File: config.mk
export PLATFORM = sky130hd
export DESIGN_NAME = fd3e_result_queue
export DESIGN_NICKNAME = d
export VERILOG_FILES = /design/src/hw/rtl/frame_delta_3bit_encoder_top_assert.svh /design/src/hw/rtl/fd3e_pkg.sv /design/src/hw/rtl/fd3e_result_queue.sv
export SDC_FILE = /design/constraint.sdc
export NUM_CORES = 1
export LEC_CHECK = 0
export ABC_AREA = 0
export BUFFER_PORTS_ARGS = -buffer_cell sky130_fd_sc_hd__buf_2
export CORE_MARGIN = 3
export CORE_UTILIZATION = 56
export DETAILED_ROUTE_END_ITERATION = 10
export HOLD_SLACK_MARGIN = 0.05
export PLACE_DENSITY = 0.94
export RECOVER_POWER = 25
export SYNTH_ARGS = -nofsm -noshare
export SYNTH_HDL_FRONTEND = slang
export SYNTH_SLANG_ARGS = --single-unit
File: constraint.sdc
create_clock -name clock -period 7.17 [get_ports clock]
set_input_delay 1.434 -clock clock [delete_from_list [all_inputs] [get_ports clock]]
set_output_delay 1.434 -clock clock [all_outputs]
set_load 0.005 [all_outputs]
File: src/hw/rtl/frame_delta_3bit_encoder_top_assert.svh
// Assertion macros used by the frame delta encoder top level.
`ifndef FRAME_DELTA_3BIT_ENCODER_TOP_ASSERT_SVH
`define FRAME_DELTA_3BIT_ENCODER_TOP_ASSERT_SVH

// When cond holds at an edge, prop must hold at the same edge.
`define FD3E_ASSERT_NOW(label, clk, rst, cond, prop) \
   label: assert property (@(posedge clk) disable iff (rst) (cond) |-> (prop)) \
      else $error("frame delta encoder check failed");

// When cond holds at an edge, prop must hold at the next edge.
`define FD3E_ASSERT_NEXT(label, clk, rst, cond, prop) \
   label: assert property (@(posedge clk) disable iff (rst) (cond) |=> (prop)) \
      else $error("frame delta encoder check failed");

`endif

File: src/hw/rtl/fd3e_pkg.sv
// Shared types and constants of the frame delta encoder.
package fd3e_pkg;

   localparam int PIXEL_W   = 8;
   localparam int CODE_W    = 3;
   localparam int WORD_W    = 63;
   localparam int MAX_CODES = 21;
   localparam int CFG_W     = 21;

   localparam logic [CFG_W-1:0]  CFG_RESET = 21'd1048576;
   localparam logic [CODE_W-1:0] ESC_CODE  = 3'b100;

   // Pixel held in the difference stage.
   typedef struct packed {
      logic [PIXEL_W-1:0] pixel;
      logic               frame_end;
   } fd3e_stage_type;

   // Everything one pixel leaves for the output side.
   typedef struct packed {
      logic                      has_escape;
      logic signed [PIXEL_W-1:0] escape_value;
      logic                      has_word;
      logic [WORD_W-1:0]         code_word;
      logic                      frame_end;
   } fd3e_entry_type;

   // One result item as seen on the output channel.
   typedef struct packed {
      logic                      is_escape;
      logic [WORD_W-1:0]         code_word;
      logic signed [PIXEL_W-1:0] escape_value;
      logic                      frame_end;
      logic                      last_of_item;
   } fd3e_result_type;

endpackage

File: src/hw/rtl/fd3e_result_queue.sv
// Two-entry queue that turns each pixel's entry into one or two result items.
module fd3e_result_queue
   import fd3e_pkg::*;
(
   input  logic            clock,
   input  logic            reset,
   input  logic            push,
   input  fd3e_entry_type  entry,
   output logic            ready,
   output logic            rsp_valid,
   input  logic            rsp_stall,
   output fd3e_result_type result
);

   fd3e_entry_type entry_ff [2];
   logic           wr_ptr_ff;
   logic           wr_ptr_in;
   logic           rd_ptr_ff;
   logic           rd_ptr_in;
   logic [1:0]     count_ff;
   logic [1:0]     count_in;
   logic           phase_ff;
   logic           phase_in;
   fd3e_entry_type head;
   logic           send_escape;
   logic           take;
   logic           entry_done;

   assign head        = entry_ff[rd_ptr_ff];
   assign rsp_valid   = count_ff != 2'd0;
   // The escape byte of an entry goes out before its word.
   assign send_escape = head.has_escape && !phase_ff;
   assign take        = rsp_valid && !rsp_stall;
   assign entry_done  = take && (phase_ff || !head.has_escape || !head.has_word);
   assign ready       = (count_ff != 2'd2) || entry_done;

   always_comb begin
      result.is_escape    = send_escape;
      result.code_word    = send_escape ? '0 : head.code_word;
      result.escape_value = send_escape ? head.escape_value : '0;
      result.frame_end    = head.frame_end;
      result.last_of_item = send_escape ? !head.has_word : 1'b1;
   end

   always_comb begin
      wr_ptr_in = wr_ptr_ff;
      rd_ptr_in = rd_ptr_ff;
      phase_in  = phase_ff;
      count_in  = count_ff;
      if (push) begin
         wr_ptr_in = !wr_ptr_ff;
      end
      if (take) begin
         phase_in = !entry_done;
      end
      if (entry_done) begin
         rd_ptr_in = !rd_ptr_ff;
      end
      count_in = count_ff + 2'(push) - 2'(entry_done);
   end

   always_ff @(posedge clock) begin
      if (reset) begin
         wr_ptr_ff <= 1'b0;
         rd_ptr_ff <= 1'b0;
         count_ff  <= 2'd0;
         phase_ff  <= 1'b0;
      end else begin
         wr_ptr_ff <= wr_ptr_in;
         rd_ptr_ff <= rd_ptr_in;
         count_ff  <= count_in;
         phase_ff  <= phase_in;
      end
   end

   always_ff @(posedge clock) begin
      if (push) begin
         entry_ff[wr_ptr_ff] <= entry;
      end
   end

endmodule

==> results of run 1 <==
[layer usage]
layer  global-route usage (%)  routed length (um)
met1                     22.6                4280
met2                     32.8                5630
met3                     5.15                 761
met4                     9.29                 264
met5                        0                   0
[worst max-delay path, cell delays in order (launching register included)]
cell	delay (ps)
dfxtp_4	560
buf_4	820
and4bb_2	360
nor3_1	270
nand2b_1	150
buf_2	110
[stage by stage]
stage / total power [mW] / std cells
finish: 2.09 / 653
global route: 2.18 / 653
CTS: 2.11 / 653
detailed placement: 1.33 / 621
global placement: 1.32 / 621
floorplan: 1.23 / 349
[cell usage in the layout (no fill, tap or decap), drive strengths merged]
cell      instances
xnor2             1
mux2i            72
nor2b             4
nand2b            1
o2111ai           2
or3               1
clkinvlp          5
and4b             1
nor3              1
nor4b             1
nand4bb           1
a21oi             1
nor4              1
a211o             1
and4bb            1
buf             132
dfxtp             6
nor2             75
mux2              4
inv               4
and2              1
clkbuf           42
nand3             1
nand4             1
or2               1
edfxtp          148
o21ai             1
ha                1
bufinv            1
clkinv            7
nand4b            1
[cell families (layout without fill, tap and decap cells)]
family	count (synthesis)	count (layout)
mux	76	76
compound gates	5	5
xor+xnor	1	1
fa+ha+maj	1	1
simple gates	92	92
buf+inv	20	191
flops	154	154
[worst min path at each step]
stage / to / slack (ps) / from / depth (start not counted)
2_1_floorplan: phase_ff$_SDFFE_PP0P_ / 480 / phase_ff$_SDFFE_PP0P_ / 2
3_3_place_gp: phase_ff$_SDFFE_PP0P_ / 520 / phase_ff$_SDFFE_PP0P_ / 2
3_5_place_dp: phase_ff$_SDFFE_PP0P_ / 520 / phase_ff$_SDFFE_PP0P_ / 2
4_1_cts: phase_ff$_SDFFE_PP0P_ / 530 / phase_ff$_SDFFE_PP0P_ / 2
5_1_grt: phase_ff$_SDFFE_PP0P_ / 580 / phase_ff$_SDFFE_PP0P_ / 2
6_report: phase_ff$_SDFFE_PP0P_ / 540 / phase_ff$_SDFFE_PP0P_ / 2
[cell type report]
class,instances,area share (%)
clock buffer,19,5.79
clock inverter,13,1.44
multi-input combinational,175,17.2
tap,133,2.28
inverter,4,0.241
sequential,154,62.7
timing repair buffer,155,10.3
[registers in the layout (all words and copies together) (netlist names), named ones only]
signal	cells
entry_ff	148
count_ff	2
phase_ff	1
rd_ptr_ff	1
wr_ptr_ff	1
[power by group]
part	leakage (nW)	internal, mW	switching (mW)
Combinational	1.03	0.103	0.136
Clock	0.247	0.455	0.327
Sequential	1.44	1.05	0.0209
Total	2.71	1.61	0.484
==> impl_metrics.yaml, run 1 <==
placement:
  pre_cts_ws_ps: 3480
  globalplace.congestion: 0.808
  dpl_cell_area_sq_um: 6790
  dp_hpwl_um: 7190
  port_buffers: 153
clocking:
  cts_sinks: 154
  numCtsBuffers: 17
  cts.path.max_buffers: 2
  cts_setup_buffers: 0
  tritoncts: "yes"
  clk_pin_slew_ps: 60
  hold_buffers: 0
  cts-resized-gates: 0
  cts_max_level: 4
  clkLatencyLatePin_ps: 510
  cts_root_buffer: "clkbuf_8"
finish:
  layout-drive-gt1-share_pct: 32.1
  area.sequential_sq_um: 4570
  fillers: 645
  area_growth_pct: 22.8
  n_antenna_cell: 0
  finalInstanceArea_sq_um: 7280
  fin_nets: 586
  multiInputGateArea_sq_um: 1250
  final_util_pct: 72.5
route:
  routed_wl_um: 10900
  dr.pass1.iters: 4
  drc: 0
  drtAntennaViolNets: 0
  viasPerCell: 5.29
  vias: 3457
  drt_iter0_markers: 228
  wl_per_cell_um: 16.7
logic_synthesis:
  yosys.area.top_type: "edfxtp_1"
  yosysMostFrequentCell: "edfxtp_1"
  syn-cell-area_sq_um: 5930
  syn_inst: 349
  yosys_warnings: 0
  synth_area_leaders: "edfxtp_1, mux2i_1, nor2_1"
  synthAdderAreaFrac_pct: 0.211
  synth_compound_area_share_pct: 0.612
  yosysUniqueCellTypes: 31
  synth_common_cells: "edfxtp_1, nor2_1, mux2i_1, buf_4, buf_2"
  async_flop_share_pct: 0
  synthSimpleGateAreaFrac_pct: 7.09
  yosys.area_share.xor_xnor_pct: 0.148
  synth_edf_count: 148
  synth_top_family_by_area: "multiplexers"
  synth_seq_cells: 154
  postSynthAreaPerCell_sq_um: 17.0
  synthesis.nets: 428
  synth_flop_cell: "edfxtp_1"
  ys_seq_area_share_pct: 76.9
  synth_mux_area_share_pct: 12.9
  synth_top_area_share_pct: 74.9
min_path:
  hp-class: "flop to flop"
critical_path:
  rr_worst_depth: 8
  timing.rr.end: "count_ff[1]$_SDFF_PP0_"
  cp_max_fo: 58
  cp-start-kind: "flop"
  path_class: "flop to primary output"
  r2r_slack_ps: 4100
  required_ps: 5740
  end_kind: "primary output"
  cp.arrival_ps: 2820
  crit_end: "ready"
run:
  drv_cap: 0
die:
  dieHeight_um: 109
  die_area_sq_um: 11900
  initial_core_util_pct: 59.1
  die_w_um: 109
  coreArea_sq_um: 10000
  rows: 36
  io_pins: 154
grt:
  grt_pass1_vias: 3442
  grt_max_degree: 75
  grtUsageTotal_pct: 19.2
  grt_first_pass_wirelength_um: 16800
  grt_overflow: 0
  antenna_found_initial: 0
pwr:
  power.leakage_nw: 2.71
  cellPowerDensity_nw_per_um2: 287
  vdd.ir_drop.worst_v: 0.000175
timing:
  hold_viol: 0
  layout_setup_ws_ps: 2910
  finalCriticalPeriod_ps: 4260
  setup_viol: 0
  rsz0062_at_grt: "no"
  fmax_ghz: 0.235
  finalClockSkew_ps: 5.34
  max_slew_margin_pct: 33.6
  slew_viol_final: 0
  holdWs_ps: 535
  worst_pin_slew_ps: 996
  period_share_pct: 59.4
  tns_ps: 0
outcome:
  status: "finished, final reports clean"
Power figures use the tool's default switching activity.
==> run 2: changes to the inputs <==
ABC_AREA = 1   (was 0)
CORE_UTILIZATION = 53   (was 56)
PLACE_DENSITY = 0.89   (was 0.94)
clock period = 4.2 ns   (was 7.17 ns; I/O delays follow)
==> impl_metrics.yaml, run 2 <==
outcome:
  status: "finished, final reports clean"
critical_path:
  crit_family: "flip-flops"
  cpMostUsedCell: "nand2_1"
  required_ps: 3360
  path_class: "flop to primary output"
  cp_max_fo: 71
  cp_num_buf_inv: 3
  end_kind: "primary output"
  r2r_slack_ps: 2280
  cp.arrival_ps: 2230
  worst_path_max_delay_cell: "dfxtp_2"
  cp-start-kind: "flop"
  crit_chain: "nand2_1 > and2_4 > inv_6 > nand2_1 > inv_1 > buf_2"
  cpPeakStageDelay_ps: 620
placement:
  port_buffers: 153
  dp_hpwl_um: 8170
  globalplace.congestion: 0.741
route:
  drt_iter0_markers: 318
  drtAntennaViolNets: 0
  routed_wl_um: 12900
  dr.pass1.iters: 7
  wl_per_cell_um: 14.8
  vias: 4276
  viasPerCell: 4.92
  drc: 0
grt:
  antenna_found_initial: 0
  grt_pass1_vias: 4212
  grt_max_degree: 72
  grt_overflow: 0
  grt_first_pass_wirelength_um: 20300
  grtUsageTotal_pct: 20.2
clocking:
  hold_buffers: 0
  cts_setup_buffers: 0
  cts-resized-gates: 0
  cts.path.max_buffers: 2
  clkLatencyLatePin_ps: 410
  tritoncts: "yes"
  numCtsBuffers: 17
  cts_root_buffer: "clkbuf_16"
  cts_sinks: 154
  cts_max_level: 4
  clk_pin_slew_ps: 50
timing:
  finalCriticalPeriod_ps: 3070
  max_slew_margin_pct: 36.3
  finalClockSkew_ps: 7.09
  hold_viol: 0
  rsz0062_at_grt: "no"
  slew_viol_final: 0
  period_share_pct: 73.2
  tns_ps: 0
  setup_viol: 0
  holdWs_ps: 504
  fmax_ghz: 0.325
  worst_pin_slew_ps: 953
die:
  dieHeight_um: 115
  die_area_sq_um: 13200
  initial_core_util_pct: 54.6
  die_w_um: 115
  coreArea_sq_um: 11500
  io_pins: 154
  rows: 39
finish:
  n_antenna_cell: 0
  final_common_cell: "nand2_1"
  fin_nets: 792
  largest_reg_flops: 148
  top_register: "entry_ff"
  layout-drive-gt1-share_pct: 24.0
  layout.cells.most_common_list: "nand2_1, edfxtp_1, buf_2"
  reg_top3: "entry_ff: 148 flops, count_ff: 2 flops"
  fillers: 868
  area_growth_pct: 21.5
logic_synthesis:
  ys_seq_area_share_pct: 72.6
  synth_flop_cell: "edfxtp_1"
  async_flop_share_pct: 0
  yosysMostFrequentCell: "nand2_1"
  postSynthAreaPerCell_sq_um: 11.2
  yosys.area.top_type: "edfxtp_1"
  yosysUniqueCellTypes: 25
  synth_seq_cells: 154
  synthesis.nets: 638
  yosys_warnings: 0
  synth_top_area_share_pct: 70.7
  synth_area_leaders: "edfxtp_1, nand2_1, inv_1"
  syn-cell-area_sq_um: 6290
  synth_common_cells: "nand2_1, edfxtp_1, inv_1"
  syn_inst: 559
  synth_edf_count: 148
pwr:
  finalPower_mw: 3.89
  p_sw_mw: 0.973
  p_int_mw: 2.92
  cellPowerDensity_nw_per_um2: 510
  clkPwrFrac_pct: 37.5
  power.leakage_nw: 3.67
  combPwrFrac_pct: 15.9
  vdd.ir_drop.worst_v: 0.000323
  seqPwrFrac_pct: 46.6
  swShare_pct: 25.0
run:
  drv_cap: 0
min_path:
  hp-class: "flop to flop"
[run 2: power groups by stage]
stage / Sequential, mW / Combinational [mW] / Clock (mW)
floorplan: 1.83 / 0.405 / 0
global placement: 1.84 / 0.601 / 0
detailed placement: 1.85 / 0.622 / 0
CTS: 1.82 / 0.628 / 1.48
global route: 1.82 / 0.701 / 1.56
finish: 1.82 / 0.618 / 1.46
[run 2: worst register-to-register path, cell delays in order, from the launching register on]
cell and delay [ps]:
dfxtp_1 390, nand2_1 90, clkinv_2 550, buf_4 540
[run 2: layout make-up]
type / count / area [sq um] / area share [%]
Timing Repair Buffer: 158 / 783 / 10.3
Clock inverter: 14 / 135 / 1.77
Sequential cell: 154 / 4570 / 59.8
Clock buffer: 18 / 429 / 5.62
Tap cell: 143 / 179 / 2.34
Multi-Input combinational cell: 309 / 1270 / 16.6
Inverter: 73 / 280 / 3.67
[run 2: kinds of logic after synthesis]
logic type | synth area share (%)
AND/OR/NAND/NOR | 18.0
flip-flops | 72.6
AO/OA/AOI/OAI | 1.85
buffers and inverters | 7.34
adder cells (fa/ha/maj) | 0.199
[run 2: path summary, 6_finish.rpt]
check,start,end,cells after the start
setup / recovery,flop,result[66],6
hold / removal,rd_ptr_ff$_SDFFE_PP0P_,flop,2
setup reg to reg,wr_ptr_ff$_SDFFE_PP0P_,entry_ff[1][48]$_DFFE_PP_,3
hold reg to reg,rd_ptr_ff$_SDFFE_PP0P_,flop,2
[run 2: metal layers]
layer | vias up | GRT usage [%] | share of wire, %
met5 | - | 0 | 0
met4 | 0 | 6.49 | 1.4
met3 | 19 | 6.79 | 7.2
met2 | 163 | 34.6 | 52
met1 | 2005 | 24.3 | 40
li1 | 2089 | - | -
[run 2: through the flow]
| step | util, % | std cells | area, sq um | setup slack [ps] |
|---|---|---|---|---|
| 6_report | 66.3 | 869 | 7640 | 1130 |
| 3_3_place_gp | 61.7 | 837 | 7110 | 1630 |
| 5_1_grt | 66.3 | 869 | 7640 | 964 |
| 4_1_cts | 66.6 | 869 | 7670 | 1100 |
| 2_1_floorplan | - | 559 | 6290 | 993 |
| 3_5_place_dp | 61.7 | 837 | 7110 | 1550 |
