`config.mk`:
```
export PLATFORM = sky130hd
export DESIGN_NAME = fd3e_packer
export DESIGN_NICKNAME = d
export VERILOG_FILES = /design/src/hw/rtl/frame_delta_3bit_encoder_top_assert.svh /design/src/hw/rtl/fd3e_pkg.sv /design/src/hw/rtl/fd3e_packer.sv
export SDC_FILE = /design/constraint.sdc
export NUM_CORES = 1
export LEC_CHECK = 0
export ABC_AREA = 0
export BUFFER_PORTS_ARGS = -buffer_cell sky130_fd_sc_hd__buf_4
export CAP_MARGIN = 40
export CORE_ASPECT_RATIO = 1.2
export CORE_UTILIZATION = 49
export DETAILED_ROUTE_END_ITERATION = 10
export PLACE_DENSITY_LB_ADDON = 0.05
export REMOVE_ABC_BUFFERS = 1
export SYNTH_ARGS = -nofsm -noshare
export SYNTH_HDL_FRONTEND = slang
export SYNTH_SLANG_ARGS = --single-unit
```
`constraint.sdc`:
```
create_clock -name clock -period 3.1 [get_ports clock]
set_input_delay 0.31 -clock clock [delete_from_list [all_inputs] [get_ports clock]]
set_output_delay 0.31 -clock clock [all_outputs]
set_load 0.05 [all_outputs]
```
`src/hw/rtl/frame_delta_3bit_encoder_top_assert.svh`:
```
// Assertion macros used by the frame delta encoder top level.
`ifndef FRAME_DELTA_3BIT_ENCODER_TOP_ASSERT_SVH
`define FRAME_DELTA_3BIT_ENCODER_TOP_ASSERT_SVH

// When cond holds at an edge, prop must hold at the same edge.
`define FD3E_ASSERT_NOW(label, clk, rst, cond, prop) \
   label: assert property (@(posedge clk) disable iff (rst) (cond) |-> (prop)) \
      else $error("frame delta encoder check failed");

// When cond holds at an edge, prop must hold at the next edge.
`define FD3E_ASSERT_NEXT(label, clk, rst, cond, prop) \
   label: assert property (@(posedge clk) disable iff (rst) (cond) |=> (prop)) \
      else $error("frame delta encoder check failed");

`endif

```
`src/hw/rtl/fd3e_pkg.sv`:
```
// Shared types and constants of the frame delta encoder.
package fd3e_pkg;

   localparam int PIXEL_W   = 8;
   localparam int CODE_W    = 3;
   localparam int WORD_W    = 63;
   localparam int MAX_CODES = 21;
   localparam int CFG_W     = 21;

   localparam logic [CFG_W-1:0]  CFG_RESET = 21'd1048576;
   localparam logic [CODE_W-1:0] ESC_CODE  = 3'b100;

   // Pixel held in the difference stage.
   typedef struct packed {
      logic [PIXEL_W-1:0] pixel;
      logic               frame_end;
   } fd3e_stage_type;

   // Everything one pixel leaves for the output side.
   typedef struct packed {
      logic                      has_escape;
      logic signed [PIXEL_W-1:0] escape_value;
      logic                      has_word;
      logic [WORD_W-1:0]         code_word;
      logic                      frame_end;
   } fd3e_entry_type;

   // One result item as seen on the output channel.
   typedef struct packed {
      logic                      is_escape;
      logic [WORD_W-1:0]         code_word;
      logic signed [PIXEL_W-1:0] escape_value;
      logic                      frame_end;
      logic                      last_of_item;
   } fd3e_result_type;

endpackage

```
`src/hw/rtl/fd3e_packer.sv`:
```
// Difference, 3-bit coding and word packing for one pixel per cycle on advance.
module fd3e_packer
   import fd3e_pkg::*;
#(
   parameter int CODES_PER_WORD = 21
) (
   input  logic               clock,
   input  logic               reset,
   input  logic               advance,
   input  fd3e_stage_type     stage,
   input  logic [PIXEL_W-1:0] prev_pixel,
   input  logic               prev_known,
   output logic               push,
   output fd3e_entry_type     entry
);

   localparam int CNT_W = $clog2(CODES_PER_WORD + 1);

   logic [WORD_W-1:0]  acc_ff;
   logic [WORD_W-1:0]  acc_in;
   logic [CNT_W-1:0]   cnt_ff;
   logic [CNT_W-1:0]   cnt_in;
   logic [PIXEL_W-1:0] prev;
   logic [PIXEL_W-1:0] diff;
   logic               escape;
   logic [CODE_W-1:0]  code;
   logic [WORD_W-1:0]  word_new;
   logic               word_full;
   logic               emit_word;

   assign prev   = prev_known ? prev_pixel : '0;
   assign diff   = stage.pixel - prev;
   assign escape = !((diff <= 8'd3) || (diff >= 8'd253));
   assign code   = escape ? ESC_CODE : diff[CODE_W-1:0];

   // Drop the new code into its slot; slots beyond the word size stay zero.
   always_comb begin
      word_new = acc_ff;
      for (int k = 0; k < MAX_CODES; k++) begin
         if ((k < CODES_PER_WORD) && (cnt_ff == CNT_W'(k))) begin
            word_new[CODE_W*k +: CODE_W] = code;
         end
      end
   end

   assign word_full = cnt_ff == CNT_W'(CODES_PER_WORD - 1);
   assign emit_word = word_full || stage.frame_end;

   always_comb begin
      acc_in = acc_ff;
      cnt_in = cnt_ff;
      if (advance) begin
         if (emit_word) begin
            acc_in = '0;
            cnt_in = '0;
         end else begin
            acc_in = word_new;
            cnt_in = cnt_ff + CNT_W'(1);
         end
      end
   end

   always_ff @(posedge clock) begin
      if (reset) begin
         acc_ff <= '0;
         cnt_ff <= '0;
      end else begin
         acc_ff <= acc_in;
         cnt_ff <= cnt_in;
      end
   end

   assign push               = advance && (escape || emit_word);
   assign entry.has_escape   = escape;
   assign entry.escape_value = diff;
   assign entry.has_word     = emit_word;
   assign entry.code_word    = word_new;
   assign entry.frame_end    = stage.frame_end;

endmodule

```
==> impl_metrics.yaml, run 1 <==
run_status:
  status: "complete, but fails checks"
  failed_checks: "design-rule violations, negative setup slack"
grt:
  grt_use_total_pct: 28.4
  grt_pass1_wl_um: 19100
  grt_pass1_vias: 4060
  grt_max_degree: 33
  grt_overflow: 0
  antenna_found_initial: 0
cells_and_area:
  n_antenna_cell: 0
  nNetsFinal: 718
  area.growth.synth_to_final_pct: 42.7
  final_area_um2: 5620
  n_fill_cell: 646
  drive_above_1_share_pct: 30.6
  final_cell_mix: "188 x nand2_1, 95 x buf_4, 68 x dfxtp_1"
  layout_commonest_cell: "nand2_1"
placement:
  io_buffers: 95
  dp_hpwl_um: 7860
  gp_congestion: 0.831
  dpl_cell_area_um2: 4860
  dp_slack_ns: -0.0589
min_path:
  worst_hold_path.num_cells: 4
  hp-class: "in -> reg"
  min-delay-start: "stage[0]"
floorplanning:
  ios: 96
  start_util_pct: 50.8
  core-area_um2: 7750
  die_w_um: 83.9
  rows: 35
  die_area_um2: 8400
  chipHeight_um: 100
sta:
  setup_tns_ns: -0.198
  period_share_pct: 102
  fmax_mhz: 317
  max_slew_margin_pct: 64.8
  rsz0062_at_grt: "true"
  hold_ws_ns: 0.324
  worstMarginPinSlew_ns: 0.528
  setup_viol: 12
  finalClockSkew_ns: 0.00585
  finalMaxSlewViolations: 0
  hold_viol: 0
  period_needed_ns: 3.16
  setup_ws_ns: -0.0566
worst_setup_path:
  cp.arrival_ns: 2.85
  cp-startpoint: "prev_known"
  cp-end-kind: "output pin"
  rr_startpoint: "cnt_ff[0]"
  r2r_cells: 10
  criticalPathCategory: "in -> out"
  worst-path-max-fanout: 7
  cp.required_ns: 2.79
  startpoint_type: "input pin"
power_and_ir_drop:
  leakage_nw: 2.21
  power_density_nw_per_um2: 389
  total_power_mw: 2.19
  ir_worst_vdd_mv: 0.282
cts:
  clockBufferDepth: 2
  cts_buffers: 9
  cts_num_sinks: 68
  cts.clk_slew.worst_paths_ns: 0.07
  root_buffer: "clkbuf_8"
  cts_tree: "built"
  clock_latency_ns: 0.35
  h-tree-depth: 3
  hold_buffers: 0
synth:
  synth-edff-count: 0
  synth_area_um2: 3940
  ys_seq_elements: 68
  yosysTopAreaCell: "dfxtp_1"
  synth_flop_cell: "dfxtp_1"
  synthDistinctLibCells: 45
  async_reset_ff_share_pct: 0
  synthTopCellsByArea: "dfxtp_1 35%, nand2_1 18%, o21ai_0 11%, ha_1 4.4%, a21oi_1 3.3%"
  syn_area_per_cell_um2: 6.90
  synth_top_cell_area_share_pct: 34.6
  synthCells: 571
  ys_seq_area_share_pct: 34.6
  ys_warn_count: 0
routing:
  viasPerCell: 5.60
  finalWirelength_um: 12200
  ant_nets: 0
  vias: 4359
  detail_route.wl_per_cell_um: 15.7
  firstDrtPassIters: 8
  drtIter0Drc: 225
  drc: 6
flow_run:
  maxCapViolations: 0
[worst paths after layout]
path                end  slack [ns]
min           cnt_ff[2]        0.32
min reg2reg  acc_ff[54]        0.45
max           entry[62]       -0.06
max reg2reg  acc_ff[27]        0.63
[through the flow]
stage               instances  utilization (%)
global placement          751             62.7
floorplan                 535                -
global route              778             72.5
CTS                       777             68.2
finish                    778             72.5
detailed placement        751             62.7
[area by class of cell]
type,count,area (µm²),share of cell area (%)
clock buffer,11,151,2.69
clock inverter,4,48.8,0.868
inverter,14,52.6,0.935
multi-input combinational,453,2680,47.6
sequential,68,1360,24.2
tap,92,115,2.05
timing repair buffer,136,1220,21.7
[state kept, by name (all words and copies together) (netlist names)]
register,count
acc_ff,63
cnt_ff,5
[worst max-delay path, stage by stage]
cell and delay [ns]:
buf_6 0.07, buf_4 0.14, nand2_2 0.08, ha_1 0.31, a21oi_2 0.18, o21bai_1 0.10, a211oi_2 0.27, xnor2_2 0.16
nor4b_4 0.39, a21oi_4 0.07, buf_12 0.15, buf_12 0.14, o31ai_4 0.27, buf_6 0.19
[synthesized netlist by cell type, drive strengths merged, types with 2 or more instances]
cell and n:
nand4b 2, nor2 23, nand2 189, mux2i 2, clkbuf 24, ha 14, nand3 12, a31oi 2
dfxtp 68, nand4 4, nor2b 8, buf 12, and3 4, o31ai 18, nand2b 7, xnor2 2
a211oi 2, a21oi 28, o22ai 2, o21ai 107, nor3 5, o2111ai 2, and2 6, inv 13
xor2 3
[kinds of logic (layout without fill, tap and decap cells)]
group | after synthesis | in the layout | share of synthesized area, %
adder cells (fa/ha/maj) | 15 | 15 | 4.95
buffers and inverters | 50 | 165 | 5.59
multiplexers | 2 | 2 | 0.508
AO/OA/AOI/OAI | 166 | 166 | 24.3
flip-flops | 68 | 68 | 34.6
XOR/XNOR | 5 | 5 | 1.30
AND/OR/NAND/NOR | 265 | 265 | 28.8
[per-layer routing]
| layer | vias to the layer above | global-route usage, % | wire length [µm] |
|---|---|---|---|
| met5 | - | 0 | 0 |
| met4 | 0 | 11.1 | 218 |
| met1 | 2041 | 34.1 | 5050 |
| met3 | 19 | 4.52 | 648 |
| li1 | 2162 | - | - |
| met2 | 137 | 50.7 | 6290 |
[report_power, final]
part           internal (mW)  switching (mW)  total [mW]  leakage (nW)
Sequential             0.875         0.00248       0.878         0.548
Combinational          0.213           0.343       0.556          1.55
Clock                  0.410           0.344       0.753         0.105
Total                   1.50           0.689        2.19          2.21
[what timing repair did]
action / in CTS / in global routing
cloned: 1 / 1
resized for setup: 45 / 82
setup endpoints to repair: 32 / 67
setup buffers: 10 / 2
pin swaps: 0 / 23
Note: power is estimated with default switching activity, not from simulation.
==> inputs of run 2 (changes only) <==
ABC_AREA = 1   (was 0)
CORE_UTILIZATION = 50   (was 49)
==> run 2 against run 1 <==
- the run now ends clean
- design area shrank 2.9%
- synthesized cell count rose by 13%
- total power is 5.0% lower
- highest routed layer unchanged
==> impl_metrics.yaml, run 2 <==
run_status:
  status: "complete, no violations"
sta:
  hold_viol: 0
  period_share_pct: 95.2
  fmax_mhz: 339
  worstMarginPinSlew_ns: 0.716
  setup_viol: 0
  period_needed_ns: 2.95
  finalClockSkew_ns: 0.00996
  finalMaxSlewViolations: 0
  rsz0062_at_grt: "true"
  max_slew_margin_pct: 52.3
cells_and_area:
  final_cell_mix: "171 x nand2_1, 96 x buf_4, 68 x dfxtp_1"
  final_area_um2: 5460
  largest_reg_flops: 63
  nNetsFinal: 765
  n_antenna_cell: 0
  final_cells: 848
  layout_commonest_cell: "nand2_1"
  regMostFlops: "acc_ff"
  area.growth.synth_to_final_pct: 26.0
  drive_above_1_share_pct: 28.1
  largest_registers: "acc_ff x63, cnt_ff x5"
routing:
  ant_nets: 0
  vias: 4588
  drc: 0
  finalWirelength_um: 12200
  met2_length_um: 6020
  detail_route.wl_per_cell_um: 14.4
  wl_met3_um: 734
  viasPerCell: 5.41
  firstDrtPassIters: 5
  wl_met1_um: 5300
  drtIter0Drc: 347
  top_layer_used: "met4"
worst_setup_path:
  cp.required_ns: 2.79
  startpoint_type: "input pin"
  r2r_cells: 10
  cp.depth: 15
  path_buf_inv: 4
  slowest_delay_ns: 0.53
  cp.arrival_ns: 2.64
  critical_path.top_delay_family: "simple AND/OR/NAND/NOR gates"
  worst-path-max-fanout: 10
  crit_top_cell: "nor2_1"
  cp-end-kind: "output pin"
  cp_cell_sequence: "buf_4 -> nand2_1 -> inv_1 -> ha_1 -> inv_1 -> fa_2 -> nor2_1 -> nor2_1 -> nand3_1 -> nor2_1 -> nand2_1 -> nand2_4 -> nand2_4 -> a21boi_1 -> buf_4"
  crit_slowest_cell: "fa_2"
  criticalPathCategory: "in -> out"
synth:
  synthDistinctLibCells: 32
  synth_top_cell_area_share_pct: 31.4
  synthCells: 643
  yosysMostFrequentCell: "nand2_1"
  synthTopCellsByArea: "dfxtp_1 31%, nand2_1 15%, a21oi_1 7.4%, nand3_1 6.6%, a21boi_0 6.2%"
  async_reset_ff_share_pct: 0
  yosysTopAreaCell: "dfxtp_1"
  ys_seq_area_share_pct: 31.4
  syn_area_per_cell_um2: 6.74
  synth_area_um2: 4330
  ys_warn_count: 0
  synth-edff-count: 0
  synth_flop_cell: "dfxtp_1"
  ys_top_cells_by_count: "171 x nand2_1, 68 x dfxtp_1, 64 x a21oi_1"
  ys_seq_elements: 68
cts:
  clockBufferDepth: 2
  root_buffer: "clkbuf_8"
  h-tree-depth: 3
  cts_num_sinks: 68
  cts_tree: "built"
  clock_latency_ns: 0.35
  hold_buffers: 0
  cts.clk_slew.worst_paths_ns: 0.08
  cts_buffers: 9
floorplanning:
  start_util_pct: 52.6
  rows: 36
  ios: 96
  chipHeight_um: 104
  die_w_um: 87.0
  core-area_um2: 8240
  die_area_um2: 9040
power_and_ir_drop:
  ir_worst_vdd_mv: 0.238
  leakage_nw: 2.42
  power_density_nw_per_um2: 381
placement:
  gp_congestion: 0.856
  io_buffers: 95
  dpl_cell_area_um2: 5090
  dp_cells: 827
  dp_hpwl_um: 7520
grt:
  grt_pass1_vias: 4052
  antenna_found_initial: 0
  grt_max_degree: 65
  grt_use_total_pct: 24.8
  grt_overflow: 0
  grt_pass1_wl_um: 18200
min_path:
  hp-class: "in -> reg"
  worst_hold_path.num_cells: 4
flow_run:
  maxCapViolations: 0
## run 2: changes by cell type after synthesis, moves of 23 or more
cell      change
o21ai_0      -77
nand3_1      +45
or2_2        +40
a21oi_1      +38
a21boi_0     +36
nor2_1       +35
inv_1        +30
o21ai_1      -23
## run 2: worst register-to-register path, cell delays in order (launching register included)
cell and delay (ns):
dfxtp_1 0.41, inv_1 0.09, ha_1 0.18, inv_1 0.10
nor3_1 0.10, nor2_1 0.10, inv_1 0.09, nor2_4 0.33
buf_4 0.28, nand3_1 0.10, a21oi_1 0.13
## run 2: cell type report
type / instances / area, µm²
clock buffer: 12 / 165
clock inverter: 4 / 22.5
fill: 771 / 2790
inverter: 44 / 165
multi-input combinational: 502 / 2770
sequential: 68 / 1360
tap: 114 / 143
timing repair buffer: 104 / 827
## run 2: metal layers
| metal | track usage (%) | vias up |
|---|---|---|
| li1 | - | 2276 |
| met1 | 31.1 | 2150 |
| met2 | 42.9 | 150 |
| met3 | 4.52 | 12 |
| met4 | 7.02 | 0 |
| met5 | 0 | - |
## run 2: repair_timing
item                                    4_1_cts  5_1_grt
buffers inserted                              0        1
gates resized for setup                       2       63
endpoints found under the setup margin        9       42
pin swaps                                     0        4
cloned                                        0        4
## run 2: final timing paths
path	start	to	slack, ns
setup / recovery	prev_known	entry[5]	0.15
hold reg to reg	acc_ff[61]	acc_ff[61]	0.44
hold / removal	advance	cnt_ff[0]	0.28
setup reg to reg	cnt_ff[1]	acc_ff[21]	1.11
## run 2: logic make-up (layout without fill, tap and decap cells)
family / count (synthesis) / count (layout) / share of synthesized area (%)
xor+xnor: 3 / 3 / 0.607
simple gates: 349 / 353 / 37.4
fa+ha+maj: 15 / 15 / 4.51
flops: 68 / 68 / 31.4
buf+inv: 77 / 164 / 7.97
compound gates: 131 / 131 / 18.1
## run 2: power breakdown
group	internal (mW)	total, mW	leakage [nW]	switching, mW
registers	0.877	0.880	0.548	0.00302
clock network	0.352	0.703	0.0982	0.351
logic	0.148	0.494	1.77	0.347
## run 2: per-stage QoR
step | power [mW] | TNS, ns | worst slack, ns | hold slack, ns | utilization [%]
after floorplan | 1.21 | -44.07 | -0.594 | 0.379 | -
after global placement | 1.36 | 0 | 0.00200 | 0.416 | 61.5
after detailed placement | 1.36 | -0.244 | -0.0900 | 0.424 | 61.8
after CTS | 2.05 | -0.134 | -0.0364 | 0.273 | 64.1
after global routing | 2.15 | -0.310 | -0.0328 | 0.294 | 66.2
final | 2.08 | 0 | 0.148 | 0.283 | 66.2
==> inputs of run 3 (changes only) <==
CORE_ASPECT_RATIO = 0.5   (was 1.2)
==> run 3 against run 2 <==
- clock skew down 0.0044 ns
- sequential power about the same
- via count down 3.3%
- critical path type unchanged
- largest cell class unchanged
- largest power group is now clock
- highest routed layer unchanged
==> impl_metrics.yaml, run 3 (same netlist as run 2, synthesis figures left out) <==
worst_setup_path:
  path_buf_inv: 4
  worst-path-max-fanout: 21
  criticalPathCategory: "in -> out"
  slowest_delay_ns: 0.38
  cp_cell_sequence: "buf_4 -> buf_4 -> nand2_1 -> ha_1 -> or2_4 -> nand3_2 -> nand2_1 -> nand2_1 -> nand2_2 -> nor2_8 -> nand2_4 -> nand2_8 -> nand2_8 -> buf_12 -> a21boi_0 -> buf_4"
  r2r_cells: 10
  crit_slowest_cell: "ha_1"
  cp.required_ns: 2.79
  startpoint_type: "input pin"
  cp.depth: 16
  critical_path.top_delay_family: "simple AND/OR/NAND/NOR gates"
  cp-end-kind: "output pin"
  cp.arrival_ns: 2.65
routing:
  drtIter0Drc: 279
  viasPerCell: 5.26
  ant_nets: 0
  drc: 0
  finalWirelength_um: 11300
  vias: 4438
  detail_route.wl_per_cell_um: 13.4
  firstDrtPassIters: 4
sta:
  setup_tns_ns: 0
  max_slew_margin_pct: 50.6
  finalClockSkew_ns: 0.00553
  fmax_mhz: 338
  period_needed_ns: 2.96
  hold_viol: 0
  worstMarginPinSlew_ns: 0.735
  setup_ws_ns: 0.139
  setup_viol: 0
  period_share_pct: 95.5
  hold_ws_ns: 0.304
  finalMaxSlewViolations: 0
  rsz0062_at_grt: "false"
cells_and_area:
  final_cell_mix: "170 x nand2_1, 106 x buf_4, 68 x dfxtp_1"
  nNetsFinal: 764
  area.growth.synth_to_final_pct: 25.5
  drive_above_1_share_pct: 25.6
  finalCoreUtilization_pct: 66.3
  multi_input_area_um2: 2680
  n_fill_cell: 776
  layout_commonest_cell: "nand2_1"
  final_area_um2: 5440
  seqCellArea_um2: 1360
  largest_reg_flops: 63
  largest_registers: "acc_ff x63, cnt_ff x5"
  final_cells: 843
  n_antenna_cell: 0
  regMostFlops: "acc_ff"
floorplanning:
  core-area_um2: 8200
  chipHeight_um: 67.8
  ios: 96
  rows: 23
  die_area_um2: 9060
  die_w_um: 134
  start_util_pct: 52.8
cts:
  cts_tree: "built"
  h-tree-depth: 3
  cts.clk_slew.worst_paths_ns: 0.05
  clock_latency_ns: 0.33
  root_buffer: "clkbuf_16"
  cts.repair_timing.setup_buffer_count: 0
  cts_num_sinks: 68
  cts_buffers: 9
  clockBufferDepth: 2
grt:
  grt_max_degree: 65
  grt_overflow: 0
  grt_use_total_pct: 25.6
  grt_pass1_wl_um: 18100
  antenna_found_initial: 0
  grt_pass1_vias: 3854
placement:
  dp_slack_ns: 0.0290
  dp_hpwl_um: 7710
  dpl_cell_area_um2: 5110
  gp_congestion: 0.851
  dp_cells: 829
  io_buffers: 95
power_and_ir_drop:
  ir_worst_vdd_mv: 0.268
  leakage_nw: 2.40
  power_density_nw_per_um2: 425
  total_power_mw: 2.31
min_path:
  hp-class: "in -> reg"
  worst_hold_path.num_cells: 4
run_status:
  status: "complete, no violations"
flow_run:
  maxCapViolations: 0
## run 3: cell types whose count changed in the layout (fill, tap and decap cells not counted), sizes merged
cell,previous run,this run
clkbuf,12,13
nand2,186,182
clkinv,3,0
buf,104,107
## run 3: area by class of cell
class / count / area share [%]
clock inverters: 1 / 0.138
repair buffers: 107 / 15.0
inverters: 44 / 3.04
well taps: 112 / 2.58
clock buffers: 13 / 4.97
flip-flops and latches: 68 / 25.0
multi-input cells: 498 / 49.2
## run 3: final timing paths
check                   from    endpoint  slack [ns]
setup / recovery  prev_known   entry[59]        0.14
hold / removal       advance   cnt_ff[4]        0.30
setup reg to reg   cnt_ff[0]   acc_ff[0]        0.92
hold reg to reg   acc_ff[60]  acc_ff[60]        0.43
## run 3: timing repair
action / in CTS / in global routing
hold buffers: 0 / 0
endpoints found under the setup margin: 0 / 35
gates resized for setup: 0 / 14
## run 3: worst register-to-register path, cell delays in order (launching register included)
cell and delay [ns]:
dfxtp_1 0.37, inv_1 0.09, ha_1 0.20, inv_1 0.10
nor3_1 0.11, nor2_1 0.10, inv_1 0.10, nor2_4 0.34
buf_4 0.38, nand3_1 0.16, a21oi_1 0.16
## run 3: where the power goes
part | leakage, nW | total, mW | internal, mW | switching, mW
clock | 0.134 | 0.949 | 0.597 | 0.352
combinational | 1.72 | 0.479 | 0.143 | 0.336
sequential | 0.548 | 0.882 | 0.879 | 0.00281
total | 2.40 | 2.31 | 1.62 | 0.691
## run 3: layer usage
| layer | vias up | global-route usage [%] | part of all wire [%] |
|---|---|---|---|
| li1 | 2272 | - | - |
| met3 | 16 | 6.89 | 7.4 |
| met4 | 0 | 7.67 | 1.1 |
| met2 | 140 | 43.1 | 45 |
| met1 | 2010 | 32.7 | 47 |
| met5 | - | 0 | 0 |
